--- src/rtl/core/pts_pkg.sv ---
// ----------------------------------------------------------------------------
// pts_pkg: shared types and constants for the pan/tilt servo tracker
// Field widths, register indexes, reset values and the shared multiplier
// request format.
// ----------------------------------------------------------------------------
package pts_pkg;

  localparam int POS_W   = 11;   // signed detected position
  localparam int ERR_W   = 12;   // signed position error
  localparam int ANG_W   = 8;    // servo angle
  localparam int CMP_W   = 15;   // PWM compare value
  localparam int TGT_W   = 10;
  localparam int GAIN_W  = 16;
  localparam int MB_W    = 27;   // unsigned multiplier operand
  localparam int PROD_W  = ERR_W + MB_W + 1;

  localparam int CFG_IDX_W = 3;
  localparam int CFG_DAT_W = 16;

  localparam logic [CFG_IDX_W-1:0] REG_TARGET_X  = 3'd0;
  localparam logic [CFG_IDX_W-1:0] REG_TARGET_Y  = 3'd1;
  localparam logic [CFG_IDX_W-1:0] REG_GAIN      = 3'd2;
  localparam logic [CFG_IDX_W-1:0] REG_PAN_LOW   = 3'd3;
  localparam logic [CFG_IDX_W-1:0] REG_PAN_HIGH  = 3'd4;
  localparam logic [CFG_IDX_W-1:0] REG_TILT_LOW  = 3'd5;
  localparam logic [CFG_IDX_W-1:0] REG_TILT_HIGH = 3'd6;

  localparam logic [TGT_W-1:0]  RST_TARGET_X  = 10'd160;
  localparam logic [TGT_W-1:0]  RST_TARGET_Y  = 10'd120;
  localparam logic [GAIN_W-1:0] RST_GAIN      = 16'd3277;
  localparam logic [ANG_W-1:0]  RST_PAN_LOW   = 8'd40;
  localparam logic [ANG_W-1:0]  RST_PAN_HIGH  = 8'd200;
  localparam logic [ANG_W-1:0]  RST_TILT_LOW  = 8'd120;
  localparam logic [ANG_W-1:0]  RST_TILT_HIGH = 8'd200;

  localparam logic [ANG_W-1:0]  RST_PAN  = 8'd120;
  localparam logic [ANG_W-1:0]  RST_TILT = 8'd140;

  // ceil(74.074 * 2^20): exact floor(angle * 74074 / 1000) for all 8-bit angles
  localparam logic [MB_W-1:0]   CMP_MULT   = 27'd77672219;
  localparam int                CMP_SHIFT  = 20;
  localparam logic [CMP_W-1:0]  CMP_OFFSET = 15'd8750;

  localparam logic signed [POS_W-1:0] NO_POINT = -11'sd1;

  typedef struct packed {
    logic [TGT_W-1:0]  target_x;
    logic [TGT_W-1:0]  target_y;
    logic [GAIN_W-1:0] gain;
    logic [ANG_W-1:0]  pan_low;
    logic [ANG_W-1:0]  pan_high;
    logic [ANG_W-1:0]  tilt_low;
    logic [ANG_W-1:0]  tilt_high;
  } cfg_t;

  typedef struct packed {
    logic signed [ERR_W-1:0] a;
    logic [MB_W-1:0]         b;
  } mul_req_t;

endpackage

--- src/rtl/core/pts_in_if.sv ---
// ----------------------------------------------------------------------------
// pts_in_if: detected position channel
// Valid/ready channel carrying one detected object position per item.
// ----------------------------------------------------------------------------
interface pts_in_if;
  logic               valid;
  logic               ready;
  logic signed [10:0] point_x;
  logic signed [10:0] point_y;

  modport source (output valid, output point_x, output point_y, input ready);
  modport sink   (input valid, input point_x, input point_y, output ready);
endinterface

--- src/rtl/core/pts_out_if.sv ---
// ----------------------------------------------------------------------------
// pts_out_if: servo result channel
// Valid/ready channel carrying the angles and PWM compare values per item.
// ----------------------------------------------------------------------------
interface pts_out_if;
  logic        valid;
  logic        ready;
  logic [7:0]  pan_angle;
  logic [7:0]  tilt_angle;
  logic [14:0] pan_compare;
  logic [14:0] tilt_compare;
  logic        tracked;

  modport source (output valid, output pan_angle, output tilt_angle,
                  output pan_compare, output tilt_compare, output tracked,
                  input ready);
  modport sink   (input valid, input pan_angle, input tilt_angle,
                  input pan_compare, input tilt_compare, input tracked,
                  output ready);
endinterface

--- src/rtl/core/pts_cfg.sv ---
// ----------------------------------------------------------------------------
// pts_cfg: configuration register file
// Holds the targets, gain and angle windows; unknown indexes are ignored.
// ----------------------------------------------------------------------------
module pts_cfg (
  input  logic                          clk,
  input  logic                          rst_n,
  input  logic                          cfg_we,
  input  logic [pts_pkg::CFG_IDX_W-1:0] cfg_index,
  input  logic [pts_pkg::CFG_DAT_W-1:0] cfg_wdata,
  output pts_pkg::cfg_t                 cfg
);
  import pts_pkg::*;

  cfg_t cfg_r;
  cfg_t cfg_nxt;

  always_comb begin
    cfg_nxt = cfg_r;
    if (cfg_we) begin
      unique case (cfg_index)
        REG_TARGET_X:  cfg_nxt.target_x  = cfg_wdata[TGT_W-1:0];
        REG_TARGET_Y:  cfg_nxt.target_y  = cfg_wdata[TGT_W-1:0];
        REG_GAIN:      cfg_nxt.gain      = cfg_wdata[GAIN_W-1:0];
        REG_PAN_LOW:   cfg_nxt.pan_low   = cfg_wdata[ANG_W-1:0];
        REG_PAN_HIGH:  cfg_nxt.pan_high  = cfg_wdata[ANG_W-1:0];
        REG_TILT_LOW:  cfg_nxt.tilt_low  = cfg_wdata[ANG_W-1:0];
        REG_TILT_HIGH: cfg_nxt.tilt_high = cfg_wdata[ANG_W-1:0];
        default:       cfg_nxt = cfg_r;
      endcase
    end
  end

  always_ff @(posedge clk) begin
    if (!rst_n) begin
      cfg_r.target_x  <= RST_TARGET_X;
      cfg_r.target_y  <= RST_TARGET_Y;
      cfg_r.gain      <= RST_GAIN;
      cfg_r.pan_low   <= RST_PAN_LOW;
      cfg_r.pan_high  <= RST_PAN_HIGH;
      cfg_r.tilt_low  <= RST_TILT_LOW;
      cfg_r.tilt_high <= RST_TILT_HIGH;
    end else begin
      cfg_r <= cfg_nxt;
    end
  end

  assign cfg = cfg_r;

endmodule

--- src/rtl/core/pts_mul.sv ---
// ----------------------------------------------------------------------------
// pts_mul: shared multiplier
// Signed 12-bit by unsigned 27-bit multiply with a registered product.
// ----------------------------------------------------------------------------
module pts_mul (
  input  logic                                   clk,
  input  pts_pkg::mul_req_t                      req,
  output logic signed [pts_pkg::PROD_W-1:0]      prod
);
  import pts_pkg::*;

  logic signed [PROD_W-1:0] prod_r;
  logic signed [PROD_W-1:0] prod_nxt;
  logic signed [PROD_W-1:0] a_ext;
  logic signed [PROD_W-1:0] b_ext;

  always_comb begin
    // Both operands are widened to the full product width before the multiply.
    a_ext    = PROD_W'(req.a);
    b_ext    = $signed(PROD_W'(req.b));
    prod_nxt = a_ext * b_ext;
  end

  always_ff @(posedge clk) begin
    prod_r <= prod_nxt;
  end

  assign prod = prod_r;

endmodule

--- src/rtl/core/pts_ctrl.sv ---
// ----------------------------------------------------------------------------
// pts_ctrl: tracking sequencer
// Steps one item through the shared multiplier, updates the angles and
// loads the output register.
// ----------------------------------------------------------------------------
module pts_ctrl (
  input  logic                              clk,
  input  logic                              rst_n,
  input  pts_pkg::cfg_t                     cfg,
  pts_in_if.sink                            in_ch,
  pts_out_if.source                         out_ch,
  output pts_pkg::mul_req_t                 mul_req,
  input  logic signed [pts_pkg::PROD_W-1:0] prod
);
  import pts_pkg::*;

  localparam logic [2:0] S_IDLE = 3'd0;
  localparam logic [2:0] S_EX   = 3'd1;  // multiply pan error by gain
  localparam logic [2:0] S_EY   = 3'd2;  // multiply tilt error, move pan
  localparam logic [2:0] S_CP   = 3'd3;  // move tilt, pan compare multiply
  localparam logic [2:0] S_CT   = 3'd4;  // tilt compare multiply
  localparam logic [2:0] S_DONE = 3'd5;  // load the output register

  localparam int CAND_W = ERR_W + 1;

  logic [2:0]              state_r, state_nxt;
  logic [ANG_W-1:0]        pan_r, pan_nxt;
  logic [ANG_W-1:0]        tilt_r, tilt_nxt;
  logic signed [ERR_W-1:0] errx_r, errx_nxt;
  logic signed [ERR_W-1:0] erry_r, erry_nxt;
  logic                    trk_r, trk_nxt;
  logic [CMP_W-1:0]        pcmp_r, pcmp_nxt;

  logic                    ov_r, ov_nxt;
  logic [ANG_W-1:0]        opan_r, opan_nxt;
  logic [ANG_W-1:0]        otilt_r, otilt_nxt;
  logic [CMP_W-1:0]        opcmp_r, opcmp_nxt;
  logic [CMP_W-1:0]        otcmp_r, otcmp_nxt;
  logic                    otrk_r, otrk_nxt;

  logic                    accept;
  logic                    out_free;
  logic signed [ERR_W-1:0] delta;
  logic signed [CAND_W-1:0] cand_pan;
  logic signed [CAND_W-1:0] cand_tilt;
  logic [CMP_W-1:0]        cmp_val;

  assign accept   = in_ch.valid && in_ch.ready;
  assign out_free = !ov_r || out_ch.ready;

  // Round to nearest, ties upward: add one half, then floor by the shift.
  assign delta = ERR_W'((prod + PROD_W'(32768)) >>> 16);

  assign cand_pan  = $signed({{(CAND_W-ANG_W){1'b0}}, pan_r}) + CAND_W'(delta);
  assign cand_tilt = $signed({{(CAND_W-ANG_W){1'b0}}, tilt_r}) - CAND_W'(delta);

  assign cmp_val = prod[CMP_SHIFT+CMP_W-1:CMP_SHIFT] + CMP_OFFSET;

  always_comb begin
    state_nxt = state_r;
    pan_nxt   = pan_r;
    tilt_nxt  = tilt_r;
    errx_nxt  = errx_r;
    erry_nxt  = erry_r;
    trk_nxt   = trk_r;
    pcmp_nxt  = pcmp_r;
    ov_nxt    = ov_r && !out_ch.ready;
    opan_nxt  = opan_r;
    otilt_nxt = otilt_r;
    opcmp_nxt = opcmp_r;
    otcmp_nxt = otcmp_r;
    otrk_nxt  = otrk_r;
    mul_req.a = '0;
    mul_req.b = '0;

    unique case (state_r)
      S_IDLE: begin
        if (accept) begin
          errx_nxt = $signed({in_ch.point_x[POS_W-1], in_ch.point_x})
                   - $signed({2'b00, cfg.target_x});
          erry_nxt = $signed({in_ch.point_y[POS_W-1], in_ch.point_y})
                   - $signed({2'b00, cfg.target_y});
          trk_nxt  = (in_ch.point_x != NO_POINT) && (in_ch.point_y != NO_POINT);
          state_nxt = S_EX;
        end
      end
      S_EX: begin
        mul_req.a = errx_r;
        mul_req.b = MB_W'(cfg.gain);
        state_nxt = S_EY;
      end
      S_EY: begin
        mul_req.a = erry_r;
        mul_req.b = MB_W'(cfg.gain);
        if (trk_r && cand_pan > $signed({5'b00000, cfg.pan_low})
            && cand_pan < $signed({5'b00000, cfg.pan_high})) begin
          pan_nxt = cand_pan[ANG_W-1:0];
        end
        state_nxt = S_CP;
      end
      S_CP: begin
        mul_req.a = $signed({{(ERR_W-ANG_W){1'b0}}, pan_r});
        mul_req.b = CMP_MULT;
        if (trk_r && cand_tilt > $signed({5'b00000, cfg.tilt_low})
            && cand_tilt < $signed({5'b00000, cfg.tilt_high})) begin
          tilt_nxt = cand_tilt[ANG_W-1:0];
        end
        state_nxt = S_CT;
      end
      S_CT: begin
        mul_req.a = $signed({{(ERR_W-ANG_W){1'b0}}, tilt_r});
        mul_req.b = CMP_MULT;
        pcmp_nxt  = cmp_val;
        state_nxt = S_DONE;
      end
      S_DONE: begin
        // The tilt product stays in the multiplier register until the
        // output register is free.
        if (out_free) begin
          ov_nxt    = 1'b1;
          opan_nxt  = pan_r;
          otilt_nxt = tilt_r;
          opcmp_nxt = pcmp_r;
          otcmp_nxt = cmp_val;
          otrk_nxt  = trk_r;
          state_nxt = S_IDLE;
        end else begin
          mul_req.a = $signed({{(ERR_W-ANG_W){1'b0}}, tilt_r});
          mul_req.b = CMP_MULT;
        end
      end
      default: state_nxt = S_IDLE;
    endcase
  end

  always_ff @(posedge clk) begin
    if (!rst_n) begin
      state_r <= S_IDLE;
      pan_r   <= RST_PAN;
      tilt_r  <= RST_TILT;
      ov_r    <= 1'b0;
    end else begin
      state_r <= state_nxt;
      pan_r   <= pan_nxt;
      tilt_r  <= tilt_nxt;
      ov_r    <= ov_nxt;
    end
  end

  always_ff @(posedge clk) begin
    errx_r  <= errx_nxt;
    erry_r  <= erry_nxt;
    trk_r   <= trk_nxt;
    pcmp_r  <= pcmp_nxt;
    opan_r  <= opan_nxt;
    otilt_r <= otilt_nxt;
    opcmp_r <= opcmp_nxt;
    otcmp_r <= otcmp_nxt;
    otrk_r  <= otrk_nxt;
  end

  assign in_ch.ready         = (state_r == S_IDLE);
  assign out_ch.valid        = ov_r;
  assign out_ch.pan_angle    = opan_r;
  assign out_ch.tilt_angle   = otilt_r;
  assign out_ch.pan_compare  = opcmp_r;
  assign out_ch.tilt_compare = otcmp_r;
  assign out_ch.tracked      = otrk_r;

`ifndef SYNTHESIS
  a_accept_starts : assert property (@(posedge clk) disable iff (!rst_n)
    accept |=> state_r == S_EX)
    else $error("accepted item did not start the sequence");

  a_pan_hold : assert property (@(posedge clk) disable iff (!rst_n)
    state_r != S_EY |=> $stable(pan_r))
    else $error("pan angle changed outside its update step");

  a_tilt_untracked : assert property (@(posedge clk) disable iff (!rst_n)
    (state_r == S_CP && !trk_r) |=> $stable(tilt_r))
    else $error("tilt angle moved on an untracked item");

  a_done_loads : assert property (@(posedge clk) disable iff (!rst_n)
    (state_r == S_DONE && out_free) |=> (ov_r && state_r == S_IDLE))
    else $error("finished item was not loaded into the output register");
`endif

endmodule

--- src/rtl/core/pan_tilt_proportional_servo.sv ---
// ----------------------------------------------------------------------------
// pan_tilt_proportional_servo: proportional pan/tilt tracker
// Turns one detected object position per item into new servo angles and
// PWM compare values.
// ----------------------------------------------------------------------------
// Each item runs through the sequencer from acceptance to a loaded result:
// the input is accepted in the idle state, four steps follow on the one
// shared multiplier (pan error times gain, tilt error times gain, pan and
// tilt compare scaling), and a last step loads the output register. The next
// item is accepted in the cycle after that load, so no new item is taken
// while one is in flight; a stalled output register holds the sequencer in
// its last step until the previous result is taken. Configuration writes
// take effect at once and are meant to be issued while no item is in flight.
module pan_tilt_proportional_servo (
  input  logic                          clk,
  input  logic                          rst_n,
  pts_in_if.sink                        in_ch,
  pts_out_if.source                     out_ch,
  input  logic                          cfg_we,
  input  logic [pts_pkg::CFG_IDX_W-1:0] cfg_index,
  input  logic [pts_pkg::CFG_DAT_W-1:0] cfg_wdata
);
  import pts_pkg::*;

  cfg_t                     cfg;
  mul_req_t                 mul_req;
  logic signed [PROD_W-1:0] prod;

  pts_cfg u_cfg (
    .clk       (clk),
    .rst_n     (rst_n),
    .cfg_we    (cfg_we),
    .cfg_index (cfg_index),
    .cfg_wdata (cfg_wdata),
    .cfg       (cfg)
  );

  pts_mul u_mul (
    .clk  (clk),
    .req  (mul_req),
    .prod (prod)
  );

  pts_ctrl u_ctrl (
    .clk     (clk),
    .rst_n   (rst_n),
    .cfg     (cfg),
    .in_ch   (in_ch),
    .out_ch  (out_ch),
    .mul_req (mul_req),
    .prod    (prod)
  );

endmodule
--- src/flat_wrapper.sv ---
// flat-port wrapper written by rule: the top's interface ports become plain ports
module pan_tilt_proportional_servo_flat import pts_pkg::*;
  (clk, rst_n, cfg_we, cfg_index, cfg_wdata, in_ch_valid, in_ch_point_x, in_ch_point_y, in_ch_ready, out_ch_valid, out_ch_pan_angle, out_ch_tilt_angle, out_ch_pan_compare, out_ch_tilt_compare, out_ch_tracked, out_ch_ready);
  pts_in_if in_ch_i ();
  pts_out_if out_ch_i ();
  input  logic clk;
  input  logic rst_n;
  input  logic cfg_we;
  input  logic [pts_pkg::CFG_IDX_W-1:0] cfg_index;
  input  logic [pts_pkg::CFG_DAT_W-1:0] cfg_wdata;
  input wire logic [$bits(in_ch_i.valid)-1:0] in_ch_valid;
  input wire logic [$bits(in_ch_i.point_x)-1:0] in_ch_point_x;
  input wire logic [$bits(in_ch_i.point_y)-1:0] in_ch_point_y;
  output wire logic [$bits(in_ch_i.ready)-1:0] in_ch_ready;
  output wire logic [$bits(out_ch_i.valid)-1:0] out_ch_valid;
  output wire logic [$bits(out_ch_i.pan_angle)-1:0] out_ch_pan_angle;
  output wire logic [$bits(out_ch_i.tilt_angle)-1:0] out_ch_tilt_angle;
  output wire logic [$bits(out_ch_i.pan_compare)-1:0] out_ch_pan_compare;
  output wire logic [$bits(out_ch_i.tilt_compare)-1:0] out_ch_tilt_compare;
  output wire logic [$bits(out_ch_i.tracked)-1:0] out_ch_tracked;
  input wire logic [$bits(out_ch_i.ready)-1:0] out_ch_ready;
  assign in_ch_i.valid = in_ch_valid;
  assign in_ch_i.point_x = in_ch_point_x;
  assign in_ch_i.point_y = in_ch_point_y;
  assign in_ch_ready = in_ch_i.ready;
  assign out_ch_valid = out_ch_i.valid;
  assign out_ch_pan_angle = out_ch_i.pan_angle;
  assign out_ch_tilt_angle = out_ch_i.tilt_angle;
  assign out_ch_pan_compare = out_ch_i.pan_compare;
  assign out_ch_tilt_compare = out_ch_i.tilt_compare;
  assign out_ch_tracked = out_ch_i.tracked;
  assign out_ch_i.ready = out_ch_ready;
  pan_tilt_proportional_servo u_core (.clk(clk), .rst_n(rst_n), .in_ch(in_ch_i), .out_ch(out_ch_i), .cfg_we(cfg_we), .cfg_index(cfg_index), .cfg_wdata(cfg_wdata));
endmodule
--- config.mk ---
export PLATFORM = sky130hd
export DESIGN_NAME = pan_tilt_proportional_servo_flat
export DESIGN_NICKNAME = d
export VERILOG_FILES = /design/src/rtl/core/pts_pkg.sv /design/src/rtl/core/pts_in_if.sv /design/src/rtl/core/pts_out_if.sv /design/src/rtl/core/pts_cfg.sv /design/src/rtl/core/pts_mul.sv /design/src/rtl/core/pts_ctrl.sv /design/src/rtl/core/pan_tilt_proportional_servo.sv /design/src/flat_wrapper.sv
export SDC_FILE = /design/constraint.sdc
export NUM_CORES = 1
export LEC_CHECK = 0
export BUFFER_PORTS_ARGS = -buffer_cell sky130_fd_sc_hd__buf_4
export CORE_UTILIZATION = 54
export CTS_CLUSTER_DIAMETER = 120
export CTS_CLUSTER_SIZE = 25
export DETAILED_ROUTE_END_ITERATION = 10
export GPL_TIMING_DRIVEN = 0
export PLACE_DENSITY_LB_ADDON = 0.12
export SLEW_MARGIN = 25
export SYNTH_ARGS = -nofsm -noshare
export SYNTH_HDL_FRONTEND = slang
export SYNTH_SLANG_ARGS = --single-unit
--- constraint.sdc ---
create_clock -name clk -period 16.3 [get_ports clk]
set_input_delay 1.63 -clock clk [delete_from_list [all_inputs] [get_ports clk]]
set_output_delay 1.63 -clock clk [all_outputs]
set_load 0.1 [all_outputs]
==> run metrics, run 1 <==
worst rel slew slack=0.2931; Netlist cell types=74; H-tree depth=4; dpl hpwl=35.64 mm; CP max FO=10; Die H=178.8 µm; most frequent CP cell=fa_1; top_reg_cell synth=dfxtp_1; crit path max-delay cell type=a221oi_2; clock slew at reported path FFs=0.07 ns; Flop pwr share=0.335; CTS resizes=0; register area=4775 µm²; CP Launch Type=input pin; Hold Fails Final Rpt=0; port bufs=94; Crit path largest cell delay=~0.73 ns; cell family with most CP delay=adder cells; Root Driver=clkbuf_16; largest net degree at the start of global routing=48; YS warnings=0; final wirelength=43.63 mm; Vias/cell=5.511; final setup skew=0.01115 ns; Post-CTS Hold Fix Bufs=0; Switching Fraction=0.3960; # nets final=2,370; P&R area growth vs syn=10.85%; Starting Density=0.5503; GRT Total Usage=0.2892; Final ANT Viol Nets=0; Hold Slack=0.4203 ns; global-route wire length before repair=69.54 mm; RSZ-0062 raised after global routing=no; buffer and inverter count on the worst path=6; Logic pwr share=0.428; Internal=1.042 mW; Crit Path Class=input pin to flop; drt initial violations=971; die span in x=approximately 180 µm; FF+latch count, synth=195; row count=between 60 and 70; cells after synthesis=approximately 1,900; Longest Clk Path Bufs=2; vias in the first global route=around 13,000; Setup Viol. Count Final=0; Slew @ Worst Pin=roughly 1.1 ns; peak supply drop=87.94 µV; EDFF count, synth=87; worst skew pair latency=0.44 ns; outcome=completed; pwr dens=around 92 nW/µm²; register area share after synthesis=0.2829; TritonCTS clock tree=built; Hold WC Path Type=flop to flop; Net Switching=between 600 and 700 µW; share of layout cells above drive strength 1=0.08128; filler cell count=2,674; total gr overflow=0; global placement routability congestion=0.9754; fin. max-slew vios=0; async set-or-reset flop fraction in the synthesized netlist=0; CP Data Arrival Time=9.38 ns; n_diodes=0; Pre-antenna DRT Iters=6; CP required=16.65 ns; f_max=110.7 MHz; post-CTS setup repair buffer count=0; initial antenna violation count=0; Avg Cell Area, Syn=9.079 µm²; Leakage=approximately 8.5 nW; Die Area=roughly 32,000 µm²; Core Area=30,670 µm²; I/O pins=95; area of the multi-input gates=10,740 µm²; period utilization=0.5544; Sink Count=195; setup TNS=0 ns; Cell Area, Synth=16,880 µm²; clock buffer count from CTS=17; via count=approximately 13,000; Worst setup EP type=flop; post-layout minimum cycle time=9.036 ns; DRC=0; clock power share=0.238; # Max-Cap Violations=0; WL/cell=18.26 µm
flip-flops by register name (all words and copies together) (netlist names):
name	cells
u_core.u_ctrl.errx_r	12
u_core.u_ctrl.erry_r	12
u_core.u_ctrl.out_ch.pan_angle	8
u_core.u_ctrl.tilt_r	8
u_core.u_ctrl.out_ch.tilt_angle	8
u_core.u_ctrl.trk_r	1
u_core.u_ctrl.out_ch.valid	1
u_core.u_ctrl.out_ch.tilt_compare	15
u_core.u_ctrl.out_ch.tracked	1
u_core.u_ctrl.pan_r	8
u_core.u_ctrl.state_r	3
u_core.u_mul.prod	20
u_core.u_ctrl.out_ch.pan_compare	15
u_core.u_cfg.cfg	68
u_core.u_ctrl.pcmp_r	15
metal layers:
layer / up-vias / GRT usage / part of all wire
met1: 6349 / 0.3901 / 0.44
met2: 458 / 0.4710 / 0.47
met4: 0 / 0.09181 / 0.028
li1: 6275 / - / -
met3: 83 / 0.05110 / 0.068
met5: - / 0 / 0
worst paths after layout:
path | to | from | slack [ns] | cells past startpoint
setup / recovery | u_core.u_mul.prod[28] | out_ch_ready | 7.26 | 26
hold / removal | u_core.u_ctrl.out_ch.pan_compare[12] | u_core.u_ctrl.pcmp_r[12] | 0.42 | 0
setup reg to reg | u_core.u_mul.prod[28] | u_core.u_ctrl.state_r[0] | 7.98 | 25
hold reg to reg | u_core.u_ctrl.out_ch.pan_compare[12] | u_core.u_ctrl.pcmp_r[12] | 0.42 | 0
power by group through the flow:
stage / Sequential [mW] / Combinational (mW) / Clock [mW]
finish: 0.578 / 0.738 / 0.410
global route: 0.581 / 0.832 / 0.433
CTS: 0.577 / 0.735 / 0.415
detailed placement: 0.588 / 0.728 / 0
global placement: 0.587 / 0.707 / 0
floorplan: 0.582 / 0.532 / 0
synthesized netlist by cell type, types with 3 or more instances:
cell type	count	area, µm²
a211oi_1	7	52.55
a21boi_0	10	75.07
a21o_1	17	127.6
a21oi_1	107	535.5
a22oi_1	8	60.06
a311o_1	3	30.03
a311oi_1	3	26.28
a31oi_1	7	43.79
and2_1	17	106.4
and3_1	8	50.05
buf_2	3	15.01
clkbuf_1	58	217.7
dfxtp_1	108	2162
edfxtp_1	87	2613
fa_1	176	3523
ha_1	168	2102
inv_1	310	1164
mux2_2	8	90.09
mux2i_1	5	50.05
nand2_1	319	1197
nand2b_1	15	93.84
nand3_1	36	180.2
nand4_1	14	87.58
nor2_1	116	435.4
nor2b_1	16	100.1
nor3_1	15	75.07
nor3_2	3	30.03
nor4_1	3	18.77
o2111ai_1	3	26.28
o211ai_1	26	195.2
o21a_1	12	90.09
o21ai_0	44	220.2
o21ai_1	6	30.03
o21bai_1	5	37.54
or2_2	5	31.28
xnor2_1	42	367.9
xor2_1	21	183.9
cell families (layout without fill, tap and decap cells):
group / count (synthesis) / in the layout / share of synthesized area
and+or+nand+nor: 580 / 580 / 0.1494
buffers and inverters: 375 / 503 / 0.08362
adders and majority gates: 344 / 344 / 0.3333
AOI/OAI and AO/OA: 286 / 286 / 0.1085
DFF: 195 / 195 / 0.2829
xor gates and xnor gates: 64 / 64 / 0.03365
muxes: 13 / 13 / 0.008303
other: 2 / 8 / 0.0004449
cells in the final DEF (no fill, tap or decap), drive strengths merged, types with 5 or more instances in the layout:
cell type	n
inv	321
nand2	320
fa	176
ha	168
nor2	116
dfxtp	108
a21oi	107
buf	101
edfxtp	87
clkbuf	76
o21ai	50
xnor2	42
nand3	37
o211ai	26
xor2	22
and2	18
nor3	18
a21o	17
nor2b	16
nand2b	15
nand4	15
o21a	12
a21boi	11
a22oi	8
mux2	8
conb	8
and3	8
a31oi	7
a211oi	7
o21bai	5
or2	5
mux2i	5
clkinv	5
final cells by class:
| type | instances | area share |
|---|---|---|
| multi-input cells | 1295 | 0.5738 |
| flip-flops and latches | 195 | 0.2552 |
| inverters | 312 | 0.06259 |
| repair buffers | 96 | 0.03872 |
| well taps | 396 | 0.02648 |
| clock buffers | 18 | 0.02294 |
| plain buffers | 63 | 0.01284 |
| clock inverters | 14 | 0.007423 |
metrics by stage:
step	cell area, µm²	power [mW]	util	setup WS [ns]	std cells
after global placement	18100	1.295	0.5902	6.542	2355
after floorplan	16900	1.114	-	8.437	1865
after detailed placement	18140	1.316	0.5915	6.913	2357
final	18710	1.726	0.6101	7.264	2389
after global routing	18710	1.846	0.6101	6.943	2389
after CTS	18710	1.728	0.6100	7.328	2389
(Power assumes the default switching activity.)
==> inputs of run 2 (changes only) <==
--- a/config.mk
+++ b/config.mk
@@ -5,6 +5,7 @@
 export SDC_FILE = /design/constraint.sdc
 export NUM_CORES = 1
 export LEC_CHECK = 0
+export ABC_AREA = 1
 export BUFFER_PORTS_ARGS = -buffer_cell sky130_fd_sc_hd__buf_4
 export CORE_UTILIZATION = 54
 export CTS_CLUSTER_DIAMETER = 120
==> constraint.sdc (replaced) <==
create_clock -name clk -period 7.4 [get_ports clk]
set_input_delay 0.74 -clock clk [delete_from_list [all_inputs] [get_ports clk]]
set_output_delay 0.74 -clock clk [all_outputs]
set_load 0.1 [all_outputs]
==> run metrics, run 2 <==
peak supply drop=176.2 µV (was 87.94 µV); clock power share=0.202 (was 0.238); FF+latch count, synth=195 (unchanged); Worst setup EP type=flop (unchanged); Die H=182.5 µm (was 178.8 µm); filler cell count=2,869 (was 2,674); GRT Total Usage=0.2844 (was 0.2892); clock slew at reported path FFs=0.08 ns (was 0.07 ns); Core Area=31,800 µm² (was 30,670 µm²); Cell Area, Synth=17,590 µm² (was 16,880 µm²); biggest area consumer among synthesized cells=fa_1 (unchanged); TritonCTS clock tree=built (unchanged); Hold Fails Final Rpt=0 (unchanged); Starting Density=0.5532 (was 0.5503); total gr overflow=0 (unchanged); most frequent cells in the layout=447 x inv_1, 407 x nand2_1, 176 x fa_1, 169 x nor2_1, 168 x ha_1 (was 319 x nand2_1, 310 x inv_1, 176 x fa_1, 168 x ha_1, 116 x nor2_1); global placement routability congestion=0.9746 (was 0.9754); die span in x=182.5 µm (was 178.8 µm); RSZ-0062 raised after global routing=no (unchanged); critical path startpoint=u_core.u_ctrl.state_r[2] (was out_ch_ready); Yosys top cell area share=0.2003 (was 0.2087); row count=65 (was 64); cell family with most CP delay=adder cells (unchanged); CP max FO=16 (was 10); most frequent CP cell=nand2_1 (was fa_1); vias in the first global route=13,680 (was 13,020); clock buffer count from CTS=17 (unchanged); hold_sp=u_core.u_ctrl.pcmp_r[9] (was u_core.u_ctrl.pcmp_r[12]); Crit path largest cell delay=0.58 ns (was 0.73 ns); most frequent cell after synthesis=inv_1 (was nand2_1); pwr dens=240.9 nW/µm² (was 92.23 nW/µm²); CP Launch Type=flop (was input pin); Sink Count=195 (unchanged); register area=4775 µm² (unchanged); top_reg_cell synth=dfxtp_1 (unchanged); f_max=146.0 MHz; synth cell count leaders=447 x inv_1, 407 x nand2_1, 176 x fa_1 (was 319 x nand2_1, 310 x inv_1, 176 x fa_1); post-layout minimum cycle time=6.850 ns; number of flip-flops in the largest register=68 (unchanged); YS warnings=0 (unchanged); Hold Slack=0.4171 ns (was 0.4203 ns); Root Driver=clkbuf_16 (unchanged); WL/cell=17.10 µm (was 18.26 µm); outcome=completed (unchanged); Logic pwr share=0.518 (was 0.428); worst rel slew slack=0.4299 (was 0.2931); EDFF count, synth=87 (unchanged); Slew @ Worst Pin=0.8519 ns (was 1.053 ns); share of layout cells above drive strength 1=0.09780 (was 0.08128); crit path max-delay cell type=fa_1 (was a221oi_2); DRC=0 (unchanged); Avg Cell Area, Syn=8.388 µm² (was 9.079 µm²); Die Area=33,300 µm² (was 31,970 µm²); Hold WC Path Type=flop to flop (unchanged); buffer and inverter count on the worst path=5 (was 6); Placement Cell Area=18,900 µm² (was 18,140 µm²); Post-CTS Hold Fix Bufs=0 (unchanged); Longest Clk Path Bufs=2 (unchanged); Setup Viol. Count Final=0 (unchanged); # Max-Cap Violations=0 (unchanged); I/O pins=95 (unchanged); # nets final=2,606 (was 2,370); period utilization=0.9256; Vias/cell=5.237 (was 5.511); area of the multi-input gates=10,900 µm² (was 10,740 µm²); Crit Path Class=flop to flop (was input pin to flop); post-CTS setup repair buffer count=0 (unchanged); fin. max-slew vios=0 (unchanged); global-route wire length before repair=72.51 mm (was 69.54 mm); H-tree depth=4 (unchanged); count of placed standard cells including taps=2,632 (was 2,357); P&R area growth vs syn=10.95% (was 10.85%); setup TNS=0 ns (unchanged); Pre-antenna DRT Iters=5 (was 6); final wirelength=45.55 mm (was 43.63 mm); Final ANT Viol Nets=0 (unchanged); via count=13,950 (was 13,170); port bufs=93 (was 94); Flop pwr share=0.280 (was 0.335); dpl hpwl=37.57 mm (was 35.64 mm); Final Cell Area=19,520 µm² (was 18,710 µm²); final setup skew=0.008732 ns (was 0.01115 ns); Crit Reg-Reg Startpoint=u_core.u_ctrl.state_r[2] (was u_core.u_ctrl.state_r[0]); Final Non-Filler Cells=2,664 (was 2,389); initial antenna violation count=1 (was 0); CP Data Arrival Time=7.18 ns (was 9.38 ns); drt initial violations=997 (was 971); Leakage=9.751 nW (was 8.503 nW); async set-or-reset flop fraction in the synthesized netlist=0 (unchanged); CP required=7.73 ns (was 16.65 ns); total power draw=4.702 mW (was 1.726 mW); Netlist cell types=55 (was 74); most common cell after layout, fill and taps aside=inv_1 (was nand2_1); leading post-synthesis cells by cell area=fa_1 20%, edfxtp_1 15%, dfxtp_1 12% (was fa_1 21%, edfxtp_1 15%, dfxtp_1 13%); Internal=2.589 mW (was 1.042 mW); Switching Fraction=0.4493 (was 0.3960); cells after synthesis=2,097 (was 1,859); n_diodes=0 (unchanged); largest net degree at the start of global routing=26 (was 48); worst skew pair latency=0.45 ns (was 0.44 ns); register area share after synthesis=0.2714 (was 0.2829); Net Switching=2.112 mW (was 683.4 µW)
-- run 2: changes by cell type after synthesis, moves of 13 or more --
cell / previous run / this run
xor2_1: 21 / 49
nand2_1: 319 / 407
inv_1: 310 / 447
clkbuf_1: 58 / 14
a21o_1: 17 / 4
inv_2: 1 / 20
o21ai_0: 44 / 84
xnor2_1: 42 / 20
nor2_1: 116 / 172
and2_1: 17 / 1
nor2b_1: 16 / 0
nand3_1: 36 / 66
nand2b_1: 15 / 0
-- run 2: final timing paths --
path / cells past startpoint / slack (ns) / end
min: 0 / 0.42 / u_core.u_ctrl.out_ch.pan_compare[9]
max reg2reg: 26 / 0.55 / u_core.u_mul.prod[26]
min reg2reg: 0 / 0.42 / u_core.u_ctrl.out_ch.pan_compare[9]
max: 26 / 0.55 / u_core.u_mul.prod[26]
-- run 2: through the flow --
| stage | setup WS [ns] | util |
|---|---|---|
| finish | 0.5504 | 0.6137 |
| global route | 0.1587 | 0.6137 |
| CTS | 0.2735 | 0.6136 |
| detailed placement | 0.2936 | 0.5944 |
| global placement | -0.1280 | 0.5930 |
| floorplan | 1.129 | - |
-- run 2: repair_timing --
item / in CTS / in global routing
setup endpoints to repair: 0 / 7
hold endpoints to repair: 0 / 0
resized for setup: 0 / 1
-- run 2: layer usage --
metal | GRT usage | vias up | share of wire
li1 | - | 6800 | -
met1 | 0.3918 | 6639 | 0.46
met2 | 0.4602 | 450 | 0.45
met3 | 0.05189 | 60 | 0.066
met4 | 0.07664 | 2 | 0.021
met5 | 0 | - | 0.00020
-- run 2: worst register-to-register path, cell delays in order, from the launching register on --
cell and delay, ns:
dfxtp_1 0.54, nand2_2 0.13, nor2_4 0.42, nor2_2 0.17, inv_4 0.14, nand2_1 0.07, nand2_1 0.16, clkbuf_1 0.49
nand2_1 0.17, fa_1 0.56, inv_1 0.06, fa_1 0.50, fa_1 0.53, fa_1 0.55, inv_1 0.06, fa_1 0.58
inv_1 0.06, ha_1 0.38, nand2_1 0.10, nand2_1 0.07, nand3_1 0.07, nand2_1 0.09, a21oi_1 0.13, nand2_1 0.13
a21boi_0 0.29, o21ai_0 0.15, xor2_1 0.16
-- run 2: cells by family after synthesis --
| kind of cell | synth area share |
|---|---|
| flip-flops | 0.2714 |
| AO/OA/AOI/OAI | 0.08912 |
| XOR/XNOR | 0.03436 |
| other | 0.0004269 |
| buffers and inverters | 0.1117 |
| adder cells (fa/ha/maj) | 0.3198 |
| AND/OR/NAND/NOR | 0.1732 |
-- run 2: power groups by stage --
stage / clock, mW / combinational (mW) / sequential (mW)
after detailed placement: 0 / 2.40 / 1.34
final: 0.950 / 2.43 / 1.32
after floorplan: 0 / 1.74 / 1.34
after global routing: 1.01 / 2.75 / 1.33
after global placement: 0 / 2.34 / 1.34
after CTS: 0.966 / 2.42 / 1.32
-- run 2: area by class of cell --
cell class              count  area share
plain buffers              33    0.009424
clock buffers              17     0.02180
multi-input cells        1402      0.5583
clock inverters            15    0.009488
flip-flops and latches    195      0.2446
repair buffers             94     0.03718
inverters                 473     0.09123
well taps                 435     0.02789
==> inputs of run 3 (changes only) <==
--- a/config.mk
+++ b/config.mk
@@ -8,10 +8,10 @@
 export ABC_AREA = 1
 export BUFFER_PORTS_ARGS = -buffer_cell sky130_fd_sc_hd__buf_4
 export CORE_UTILIZATION = 54
-export CTS_CLUSTER_DIAMETER = 120
 export CTS_CLUSTER_SIZE = 25
 export DETAILED_ROUTE_END_ITERATION = 10
 export GPL_TIMING_DRIVEN = 0
+export HOLD_SLACK_MARGIN = 0.03
 export PLACE_DENSITY_LB_ADDON = 0.12
 export SLEW_MARGIN = 25
 export SYNTH_ARGS = -nofsm -noshare
==> constraint.sdc (replaced) <==
create_clock -name clk -period 8.5 [get_ports clk]
set_input_delay 0.85 -clock clk [delete_from_list [all_inputs] [get_ports clk]]
set_output_delay 0.85 -clock clk [all_outputs]
set_load 0.1 [all_outputs]
==> run metrics, run 3 (synthesized netlist as in run 2, its figures left out) <==
most frequent CP cell=nand2_1 (unchanged); via count=13,970 (was 13,950); WL/cell=17.10 µm (about the same); GRT Total Usage=0.2844 (unchanged); global-route wire length before repair=72.51 mm (unchanged); CP max FO=16 (unchanged); # Max-Cap Violations=0 (unchanged); fin. max-slew vios=0 (unchanged); Slew @ Worst Pin=0.8776 ns (was 0.8519 ns); DRC=0 (unchanged); outcome=completed (unchanged); Final Cell Area=19,510 µm² (was 19,520 µm²); Final ANT Viol Nets=0 (unchanged); final setup skew=0.009105 ns (was 0.008732 ns); Placement Cell Area=18,900 µm² (unchanged); hold-critical path depth=0 (unchanged); Die Area=33,300 µm² (unchanged); P&R area growth vs syn=10.92% (was 10.95%); n_diodes=0 (unchanged); number of flip-flops in the largest register=68 (unchanged); post-CTS setup repair buffer count=0 (unchanged); vias in the first global route=13,680 (unchanged); crit path max-delay cell type=nor2_2 (was fa_1); final wirelength=45.56 mm (was 45.55 mm); I/O pins=95 (unchanged); most common cell after layout, fill and taps aside=inv_1 (unchanged); initial antenna violation count=1 (unchanged); most frequent cells in the layout=447 x inv_1, 407 x nand2_1, 176 x fa_1, 169 x nor2_1, 168 x ha_1 (unchanged); H-tree depth=4 (unchanged); largest net degree at the start of global routing=26 (unchanged); share of layout cells above drive strength 1=0.09780 (unchanged); peak supply drop=152.9 µV (was 176.2 µV); Crit Reg-Reg Startpoint=u_core.u_ctrl.state_r[2] (unchanged); Setup Viol. Count Final=0 (unchanged); filler cell count=2,869 (unchanged); fin util=0.6136 (was 0.6137); total gr overflow=0 (unchanged); port bufs=93 (unchanged); total power draw=4.089 mW (was 4.702 mW); Reg2Reg Depth=26 (unchanged); Worst setup EP type=flop (unchanged); Post-CTS Hold Fix Bufs=0 (unchanged); worst skew pair latency=0.45 ns (about the same); Root Driver=clkbuf_16 (unchanged); CP required=8.82 ns (was 7.73 ns); CP Launch Type=flop (unchanged); die span in x=182.5 µm (unchanged); pwr dens=209.6 nW/µm² (was 240.9 nW/µm²); CTS resizes=0 (unchanged); TritonCTS clock tree=built (unchanged); Core Area=31,800 µm² (unchanged); global placement routability congestion=0.9746 (unchanged); Pre-antenna DRT Iters=5 (unchanged); hold_sp=u_core.u_ctrl.pcmp_r[9] (unchanged); Sink Count=195 (unchanged); r2r endpoint=u_core.u_mul.prod[26] (unchanged); # nets final=2,606 (unchanged); Starting Density=0.5532 (unchanged); Hold Fails Final Rpt=0 (unchanged); Vias/cell=5.244 (was 5.237); clock buffer count from CTS=17 (unchanged); Crit Path Class=flop to flop (unchanged); CP Data Arrival Time=7.46 ns (was 7.18 ns); row count=65 (unchanged); pre-CTS setup slack=1.290 ns (was 0.2936 ns); final setup margin=1.366 ns (was 0.5504 ns); setup TNS=0 ns (unchanged); post-layout minimum cycle time=7.134 ns (was 6.850 ns); worst rel slew slack=0.4143 (was 0.4299); dpl hpwl=37.57 mm (unchanged); Hold WC Path Type=flop to flop (unchanged); RSZ-0062 raised after global routing=no (unchanged); Leakage=9.751 nW (about the same); clock slew at reported path FFs=0.07 ns (was 0.08 ns); drt initial violations=999 (was 997); Longest Clk Path Bufs=2 (unchanged); Worst R2R Setup Slack=1.37 ns (was 0.55 ns); Hold Path Sink=u_core.u_ctrl.out_ch.pan_compare[9] (unchanged); f_max=140.2 MHz (was 146.0 MHz); period utilization=0.8393 (was 0.9256); Die H=182.5 µm (unchanged); Crit path largest cell delay=0.67 ns (was 0.58 ns)
==> run 3: changes by cell type in the layout (fill, tap and decap cells not counted) <==
cell	previous run	this run
nor2_2	2	3
nor2_4	9	8
==> run 3: where the power goes <==
part / leakage (nW) / switching, mW / total, mW / internal (mW)
Combinational: 7.79 / 1.38 / 2.12 / 0.736
Clock: 0.293 / 0.400 / 0.825 / 0.424
Sequential: 1.67 / 0.0539 / 1.15 / 1.09
==> run 3: metrics by stage <==
| step | instances | hold slack (ns) |
|---|---|---|
| floorplan | 2103 | 0.4003 |
| global placement | 2631 | 0.4001 |
| detailed placement | 2632 | 0.4045 |
| CTS | 2664 | 0.4134 |
| global route | 2664 | 0.4281 |
| finish | 2664 | 0.4177 |
==> run 3: worst max-delay path, delay by kind of cell (launching register included) <==
family / cells / cell delay, ns
fa+ha+maj: 6 / 3.10
xor+xnor: 1 / 0.16
compound gates: 3 / 0.56
buf+inv: 5 / 0.84
flops: 1 / 0.53
simple gates: 11 / 1.82
==> run 3: layout make-up <==
class,count,area [µm²],area share
Multi-Input combinational cell,1402,10890,0.5582
Sequential cell,195,4775,0.2447
Inverter,473,1780,0.09125
Timing Repair Buffer,94,725.7,0.03719
Tap cell,435,544.3,0.02790
Clock buffer,17,425.4,0.02180
Clock inverter,15,185.2,0.009491
Buffer,33,183.9,0.009427
==> run 3: worst max-delay path by stage <==
stage	start	endpoint	slack, ns
final	u_core.u_ctrl.state_r[2]	u_core.u_mul.prod[26]	1.37
after global routing	u_core.u_ctrl.state_r[2]	u_core.u_mul.prod[26]	0.94
after CTS	u_core.u_ctrl.state_r[2]	u_core.u_mul.prod[26]	1.37
after floorplan	u_core.u_ctrl.state_r[2]	u_core.u_mul.prod[26]	2.23
after detailed placement	out_ch_ready	u_core.u_mul.prod[26]	1.29
after global placement	u_core.u_ctrl.state_r[2]	u_core.u_mul.prod[26]	0.97
==> run 3: layer usage <==
metal  global-route usage  vias up  wire (µm)
met5                    0        -          9
met4              0.07664        2        925
met3              0.05189       58       3076
met2               0.4602      453      20760
met1               0.3918     6660      20790
li1                     -     6797          -
